### src/rtl/core/nbge_pkg.sv
// Shared constants, item types and controller/datapath command types for the n-body stepper.
`default_nettype none
package nbge_pkg;

  localparam int MAX_BODIES = 64;
  localparam int ADDR_W     = $clog2(MAX_BODIES);
  localparam int CNT_W      = $clog2(MAX_BODIES + 1);
  localparam int IDX_W      = 6;
  localparam int CFG_IDX_W  = 2;

  typedef enum logic [CFG_IDX_W-1:0] {
    CFG_TIME_STEP  = 2'd0,
    CFG_GRAVITY    = 2'd1,
    CFG_BODY_COUNT = 2'd2
  } cfg_reg_t;

  typedef enum logic {
    OP_LOAD = 1'b0,
    OP_STEP = 1'b1
  } op_t;

  typedef struct packed {
    logic               operation;
    logic [IDX_W-1:0]   body_index;
    logic [15:0]        mass;
    logic signed [31:0] pos_x;
    logic signed [31:0] pos_y;
    logic signed [31:0] pos_z;
    logic signed [31:0] vel_x;
    logic signed [31:0] vel_y;
    logic signed [31:0] vel_z;
  } in_item_t;

  typedef struct packed {
    logic [IDX_W-1:0]   out_index;
    logic [15:0]        out_mass;
    logic signed [31:0] new_pos_x;
    logic signed [31:0] new_pos_y;
    logic signed [31:0] new_pos_z;
    logic signed [31:0] new_vel_x;
    logic signed [31:0] new_vel_y;
    logic signed [31:0] new_vel_z;
    logic               overflow;
    logic               last;
  } out_item_t;

  typedef enum logic [4:0] {
    CMD_NOP        = 5'd0,
    CMD_LOAD       = 5'd1,
    CMD_READ       = 5'd2,
    CMD_LAT_I      = 5'd3,
    CMD_LAT_J      = 5'd4,
    CMD_SQ_MUL     = 5'd5,
    CMD_SQ_ACC     = 5'd6,
    CMD_GM_MUL     = 5'd7,
    CMD_GMD_MUL    = 5'd8,
    CMD_SQRT_GO    = 5'd9,
    CMD_SQRT_TAKE  = 5'd10,
    CMD_DIVA_GO    = 5'd11,
    CMD_DIVA_TAKE  = 5'd12,
    CMD_DIVU_GO    = 5'd13,
    CMD_DIVU_TAKE  = 5'd14,
    CMD_TMUL_LO    = 5'd15,
    CMD_TMUL_HI    = 5'd16,
    CMD_TERM       = 5'd17,
    CMD_FIN_V      = 5'd18,
    CMD_FIN_MUL    = 5'd19,
    CMD_FIN_POS    = 5'd20,
    CMD_EMIT       = 5'd21,
    CMD_COPY       = 5'd22
  } cmd_op_t;

  typedef struct packed {
    cmd_op_t           op;
    logic [ADDR_W-1:0] addr;
    logic [1:0]        axis;
    logic              last;
  } cmd_t;

  typedef struct packed {
    logic             unit_done;
    logic             root_zero;
    logic             out_free;
    logic [CNT_W-1:0] count;
  } stat_t;

endpackage
`default_nettype wire

### src/rtl/core/nbge_ctrl.sv
// Controller: sequences loads, the pair loops of a step, result emission and the position copy.
`default_nettype none
module nbge_ctrl (
  input  wire logic            clk,
  input  wire logic            rst,
  input  wire logic            req_valid,
  input  wire logic            req_op,
  output logic                 req_ready,
  input  wire nbge_pkg::stat_t stat,
  output nbge_pkg::cmd_t       cmd
);
  import nbge_pkg::*;

  typedef enum logic [24:0] {
    S_IDLE      = 25'h0000001,
    S_RD_I      = 25'h0000002,
    S_LAT_I     = 25'h0000004,
    S_J_SEL     = 25'h0000008,
    S_RD_J      = 25'h0000010,
    S_LAT_J     = 25'h0000020,
    S_SQ_MUL    = 25'h0000040,
    S_SQ_ACC    = 25'h0000080,
    S_GM_MUL    = 25'h0000100,
    S_GMD_MUL   = 25'h0000200,
    S_SQRT_GO   = 25'h0000400,
    S_SQRT_WAIT = 25'h0000800,
    S_DIVA_GO   = 25'h0001000,
    S_DIVA_WAIT = 25'h0002000,
    S_DIVU_GO   = 25'h0004000,
    S_DIVU_WAIT = 25'h0008000,
    S_TMUL_LO   = 25'h0010000,
    S_TMUL_HI   = 25'h0020000,
    S_TERM      = 25'h0040000,
    S_FIN_V     = 25'h0080000,
    S_FIN_MUL   = 25'h0100000,
    S_FIN_POS   = 25'h0200000,
    S_EMIT      = 25'h0400000,
    S_CP_RD     = 25'h0800000,
    S_CP_WR     = 25'h1000000
  } state_t;

  state_t           state, state_next;
  logic [CNT_W-1:0] i, i_next;
  logic [CNT_W-1:0] j, j_next;
  logic [1:0]       k, k_next;
  logic             i_is_last;

  assign i_is_last = (i + CNT_W'(1)) == stat.count;

  always_ff @(posedge clk) begin
    if (rst) begin
      state <= S_IDLE;
      i     <= '0;
      j     <= '0;
      k     <= '0;
    end else begin
      state <= state_next;
      i     <= i_next;
      j     <= j_next;
      k     <= k_next;
    end
  end

  always_comb begin
    state_next = state;
    i_next     = i;
    j_next     = j;
    k_next     = k;
    req_ready  = 1'b0;
    cmd.op     = CMD_NOP;
    cmd.addr   = i[ADDR_W-1:0];
    cmd.axis   = k;
    cmd.last   = 1'b0;
    unique case (state)
      S_IDLE: begin
        req_ready = 1'b1;
        if (req_valid) begin
          if (req_op == OP_LOAD) begin
            cmd.op = CMD_LOAD;
          end else if (stat.count != '0) begin
            i_next     = '0;
            state_next = S_RD_I;
          end
        end
      end
      S_RD_I: begin
        cmd.op     = CMD_READ;
        state_next = S_LAT_I;
      end
      S_LAT_I: begin
        cmd.op     = CMD_LAT_I;
        j_next     = '0;
        state_next = S_J_SEL;
      end
      S_J_SEL: begin
        priority if (j == stat.count) begin
          k_next     = '0;
          state_next = S_FIN_V;
        end else if (j == i) begin
          j_next = j + CNT_W'(1);
        end else begin
          state_next = S_RD_J;
        end
      end
      S_RD_J: begin
        cmd.op     = CMD_READ;
        cmd.addr   = j[ADDR_W-1:0];
        state_next = S_LAT_J;
      end
      S_LAT_J: begin
        cmd.op     = CMD_LAT_J;
        k_next     = '0;
        state_next = S_SQ_MUL;
      end
      S_SQ_MUL: begin
        cmd.op     = CMD_SQ_MUL;
        state_next = S_SQ_ACC;
      end
      S_SQ_ACC: begin
        cmd.op = CMD_SQ_ACC;
        if (k == 2'd2) begin
          state_next = S_GM_MUL;
        end else begin
          k_next     = k + 2'd1;
          state_next = S_SQ_MUL;
        end
      end
      S_GM_MUL: begin
        cmd.op     = CMD_GM_MUL;
        state_next = S_GMD_MUL;
      end
      S_GMD_MUL: begin
        cmd.op     = CMD_GMD_MUL;
        state_next = S_SQRT_GO;
      end
      S_SQRT_GO: begin
        cmd.op     = CMD_SQRT_GO;
        state_next = S_SQRT_WAIT;
      end
      S_SQRT_WAIT: begin
        cmd.op = CMD_SQRT_TAKE;
        if (stat.unit_done) begin
          if (stat.root_zero) begin
            j_next     = j + CNT_W'(1);
            state_next = S_J_SEL;
          end else begin
            state_next = S_DIVA_GO;
          end
        end
      end
      S_DIVA_GO: begin
        cmd.op     = CMD_DIVA_GO;
        state_next = S_DIVA_WAIT;
      end
      S_DIVA_WAIT: begin
        cmd.op = CMD_DIVA_TAKE;
        if (stat.unit_done) begin
          k_next     = '0;
          state_next = S_DIVU_GO;
        end
      end
      S_DIVU_GO: begin
        cmd.op     = CMD_DIVU_GO;
        state_next = S_DIVU_WAIT;
      end
      S_DIVU_WAIT: begin
        cmd.op = CMD_DIVU_TAKE;
        if (stat.unit_done) state_next = S_TMUL_LO;
      end
      S_TMUL_LO: begin
        cmd.op     = CMD_TMUL_LO;
        state_next = S_TMUL_HI;
      end
      S_TMUL_HI: begin
        cmd.op     = CMD_TMUL_HI;
        state_next = S_TERM;
      end
      S_TERM: begin
        cmd.op = CMD_TERM;
        if (k == 2'd2) begin
          j_next     = j + CNT_W'(1);
          state_next = S_J_SEL;
        end else begin
          k_next     = k + 2'd1;
          state_next = S_DIVU_GO;
        end
      end
      S_FIN_V: begin
        cmd.op     = CMD_FIN_V;
        state_next = S_FIN_MUL;
      end
      S_FIN_MUL: begin
        cmd.op     = CMD_FIN_MUL;
        state_next = S_FIN_POS;
      end
      S_FIN_POS: begin
        cmd.op = CMD_FIN_POS;
        if (k == 2'd2) begin
          state_next = S_EMIT;
        end else begin
          k_next     = k + 2'd1;
          state_next = S_FIN_V;
        end
      end
      S_EMIT: begin
        if (stat.out_free) begin
          cmd.op   = CMD_EMIT;
          cmd.last = i_is_last;
          if (i_is_last) begin
            i_next     = '0;
            state_next = S_CP_RD;
          end else begin
            i_next     = i + CNT_W'(1);
            state_next = S_RD_I;
          end
        end
      end
      S_CP_RD: begin
        cmd.op     = CMD_READ;
        state_next = S_CP_WR;
      end
      S_CP_WR: begin
        cmd.op = CMD_COPY;
        if (i_is_last) begin
          state_next = S_IDLE;
        end else begin
          i_next     = i + CNT_W'(1);
          state_next = S_CP_RD;
        end
      end
      default: begin
        state_next = S_IDLE;
      end
    endcase
  end
endmodule
`default_nettype wire

### config.mk
export PLATFORM = sky130hd
export DESIGN_NAME = nbge_ctrl
export DESIGN_NICKNAME = d
export VERILOG_FILES = /design/src/rtl/core/nbge_pkg.sv /design/src/rtl/core/nbge_ctrl.sv
export SDC_FILE = /design/constraint.sdc
export NUM_CORES = 1
export LEC_CHECK = 0
export BUFFER_PORTS_ARGS = -buffer_cell sky130_fd_sc_hd__buf_2
export CAP_MARGIN = 20
export CORE_MARGIN = 10
export CORE_UTILIZATION = 50
export CTS_CLUSTER_SIZE = 8
export DETAILED_ROUTE_END_ITERATION = 6
export PLACE_DENSITY_LB_ADDON = 0.3
export SYNTH_ARGS = -nofsm -noshare
export SYNTH_HDL_FRONTEND = slang
export SYNTH_SLANG_ARGS = --single-unit
### constraint.sdc
create_clock -name clk -period 3.8 [get_ports clk]
set_input_delay 0.38 -clock clk [delete_from_list [all_inputs] [get_ports clk]]
set_output_delay 0.38 -clock clk [all_outputs]
set_load 0.03 [all_outputs]
# After elaboration in Yosys (flattened, before gate mapping)
# Cells that the tools add are included.
# word_totals
ff_bits,41
in_bits,14
out_inout_bits,15
wordCells,102
# op_classes
add_sub_neg,3
eq_ne,44
mux,41
n_reduce_logical,10
# op_table
cell,count
one-hot mux 25 bit (25 select lines),1
2-to-1 mux 25 bit,9
one-hot mux 5 bit (22 select lines),1
2-to-1 mux 7 bit,11
2-to-1 mux 24 bit,2
"!= test 2 bit, second input constant",14
one-hot mux 7 bit (4 select lines),1
"equality test 25 x 1 -> 1 bit, second input constant",1
"equality test 25 x 10 -> 1 bit, second input constant",1
"equality test 25 x 11 -> 1 bit, second input constant",1
"equality test 25 x 12 -> 1 bit, second input constant",1
"equality test 25 x 13 -> 1 bit, second input constant",1
"equality test 25 x 14 -> 1 bit, second input constant",1
"equality test 25 x 15 -> 1 bit, second input constant",1
"equality test 25 x 16 -> 1 bit, second input constant",1
"equality test 25 x 17 -> 1 bit, second input constant",1
"equality test 25 x 18 -> 1 bit, second input constant",1
"equality test 25 x 19 -> 1 bit, second input constant",1
"equality test 25 x 2 -> 1 bit, second input constant",1
"equality test 25 x 20 -> 1 bit, second input constant",1
"equality test 25 x 21 -> 1 bit, second input constant",1
"equality test 25 x 22 -> 1 bit, second input constant",1
"equality test 25 x 23 -> 1 bit, second input constant",1
"equality test 25 x 24 -> 1 bit, second input constant",1
30 further kinds,42

# Logic depth before layout (Yosys ltp)
# depth
ltp_word,5
ltp_mapped,11
depth_no_buf,8

# Least setup slack after synthesis
# OpenSTA, ideal clock, no wires.
# synth_path
kind,register to output
start,register state[8]
end,output port cmd[9] in the netlist's numbering
arrival_ns,2.651
required_ns,3.420
slack_ns,0.769
stages_incl_launch_ff,8
n_path_buf,1
path_cell_list,dfxtp_1 > or4_1 > clkbuf_1 > nor4_2 > nand3_1 > or4b_2 > o2111ai_1 > or4_1
# synth_lines
element,line_no,rtl
"start, declared",nbge_ctrl.sv:42,"state_t state, state_next;"
"start signal, assigned",nbge_ctrl.sv:57,state <= state_next;
"end, declared",nbge_ctrl.sv:10,output nbge_pkg::cmd_t cmd

==> flow_summary.ini <==
[critical_path]
crit_top_cell = or4_1
start_kind = flip-flop
endpoint_kind = output port
critPathKind = flip-flop to output port
cp_max_fo = 8
cp.required_ns = 3.42
cp_slowest_cell = or4_1
crit_arrival_ns = 3.20
path_cells = or4_1 > nor4_4 > nand3_1 > or4b_2 > o2111ai_1 > or4_1 > buf_2
crit_path_max_incr_delay_ns = 0.70

[outcome]
status = complete, no violations

[detailed_routing]
drtAntennaViolNets = 0
dr.pass1.iters = 5
detail_route.wl_per_cell_um = 18.4
via_per_inst = 6.47
drc_errors = 0
totalWireLength_um = 8810
vias = 3091
drt_iter0_drc = 211

[logic_synthesis]
yosysTopAreaCell = dfxtp_1
synthAdderAreaFrac_pct = 1.25
synth_edf_count = 0
synth_area_leaders = dfxtp_1 (27%), nand4_1 (5.0%), nor2_1 (5.0%)
synthArstFlopShare_pct = 0
synth.avg_cell_area_um2 = 7.76
synth_compound_area_share_pct = 17.5
netlist_instances = 388
yosys.area_share.simple_pct = 39.3
yosysSeqAreaShare_pct = 27.3
muxShareOfSynthArea_pct = 2.20
synth_top_family_by_area = simple AND/OR/NAND/NOR gates
synth.distinct_cells = 64
syn-num-nets = 405
ys_ff_latch = 41
yosysWarnings = 0
syn_area_mm2 = 0.00301
synth_top_area_share_pct = 27.3
synthFlopType = dfxtp_1
synth_xor_area_share_pct = 7.86

[clock_network]
cts_buffers = 5
cts.clk_slew.worst_paths_ns = 0.09
cts_setup_buffers = 0
cts-root-buf = clkbuf_8
clock-sinks = 41
h-tree-depth = 2
cts_tree = built
clock_path_buffers = 2
clock_latency_ns = 0.31

[global_route]
grt_pass1_vias = 2792
grt_usage_pct = 17.8
grt_pass1_wl_um = 14200
overflow = 0
grt_start_max_net_pins = 30
antenna_found_initial = 0

[hold_path]
holdCritPathClass = input port to flip-flop

[die]
ioPinCount = 29
rows = 28
initial_utilization_pct = 51.1
die_w_um = 97.6
die_area_mm2 = 0.00952
core_area_mm2 = 0.00589
fp.dieH_um = 97.6

[place]
dp_hpwl_um = 6780
port_buffers = 28
placed_cells = 471
place.gp.congestion = 0.998

[sta]
tns_ns = 0
timing.final.crit_share_pct = 94.1
setup_viol = 0
fmax_mhz = 280
worstMarginPinSlew_ns = 0.639
drv_slew = 0
finClkSkew_ns = 0.0144
finalHoldViolCount = 0
relSlewSlack_pct = 56.3
rsz0062_at_grt = no
min_period_ns = 3.58

[final_layout]
finalNetCount = 420
synthToLayoutAreaGrowth_pct = 9.31
drive_gt1_share_pct = 15.9
layout_commonest_cell = dfxtp_1
post-route-util_pct = 55.9
stdcell_count = 478
antenna_cells = 0
mostFrequentLayoutCells = dfxtp_1 (41), nor2_1 (40), buf_2 (28)

[pwr]
leakagePower_nw = 1.29
power_mw = 1.15
max-vdd-ir-drop_uv = 268
powerDensity_mw_per_mm2 = 351

[job]
cap_viol_max_count = 0
[where the power goes]
part | switching [mW] | internal [mW] | leakage [nW]
Clock | 0.159 | 0.191 | 0.0540
Sequential | 0.0198 | 0.439 | 0.331
Combinational | 0.221 | 0.125 | 0.901
Total | 0.399 | 0.755 | 1.29
[path summary, 6_finish.rpt]
path | start | end | slack (ns) | cells after the start
worst max register to register | state[16] | j[5] | 0.65 | 7
worst min-delay path | stat[8] | state[12] | 0.27 | 2
worst min register to register | state[16] | state[18] | 0.53 | 1
worst max-delay path | state[9] | cmd[9] | 0.22 | 7
[cell usage after synthesis, types with 5 or more instances]
cell,count
nand3_1,13
a21oi_1,14
xor2_1,10
nand4_1,24
o21ai_0,11
xnor2_1,17
o21a_1,6
and3_1,5
dfxtp_1,41
nand2_1,22
nor2_1,40
nor2b_1,7
a21o_1,5
nor4_1,10
o31a_1,5
or3_1,10
nor3b_1,8
clkbuf_1,21
mux2_2,5
nor3_1,14
or4_1,6
nand2b_1,9
or2_2,7
inv_1,10
[flip-flops by register name, indices dropped and copies added, names as in the netlist]
| name | cells |
|---|---|
| state | 25 |
| i | 7 |
| k | 2 |
| j | 7 |
[repair_timing]
| action | 4_1_cts | 5_1_grt |
|---|---|---|
| hold buffers | 0 | 0 |
| endpoints found under the setup margin | 0 | 1 |
| gates resized for setup | 0 | 1 |
[final cells by class]
class	count	area (um^2)
clock inverters	2	35.0
inverters	10	37.5
repair buffers	33	178
clock buffers	5	68.8
multi-input cells	312	2060
flip-flops and latches	41	821
well taps	75	93.8
fillers	544	2600
[critical path: cells and delay by family, from the launching register on]
family / cells / cell delay, ns
AO/OA/AOI/OAI: 1 / 0.12
flip-flops: 1 / 0.39
AND/OR/NAND/NOR: 5 / 2.19
buffers and inverters: 1 / 0.19
[through the flow]
step           hold WS [ns]  instance area [um^2]  worst slack [ns]
2_1_floorplan         0.459                  3010             0.769
3_3_place_gp          0.500                  3180             0.570
3_5_place_dp          0.515                  3180             0.471
4_1_cts               0.269                  3280             0.130
5_1_grt               0.268                  3290            0.0661
6_report              0.272                  3290             0.225
[kinds of logic (layout without fill, tap and decap cells)]
family	count (synthesis)	in the layout
flops	41	41
xor+xnor	27	27
fa+ha+maj	3	3
simple gates	203	203
mux	6	6
compound gates	73	73
buf+inv	35	50
[routing by layer]
layer,GRT usage [%],up-vias,share of wire (%)
met3,3.70,16,7.1
met5,0,-,0
met2,28.0,129,46
met1,23.3,1473,45
li1,-,1473,-
met4,5.93,0,2.0
Note: power is estimated with default switching activity, not from simulation.
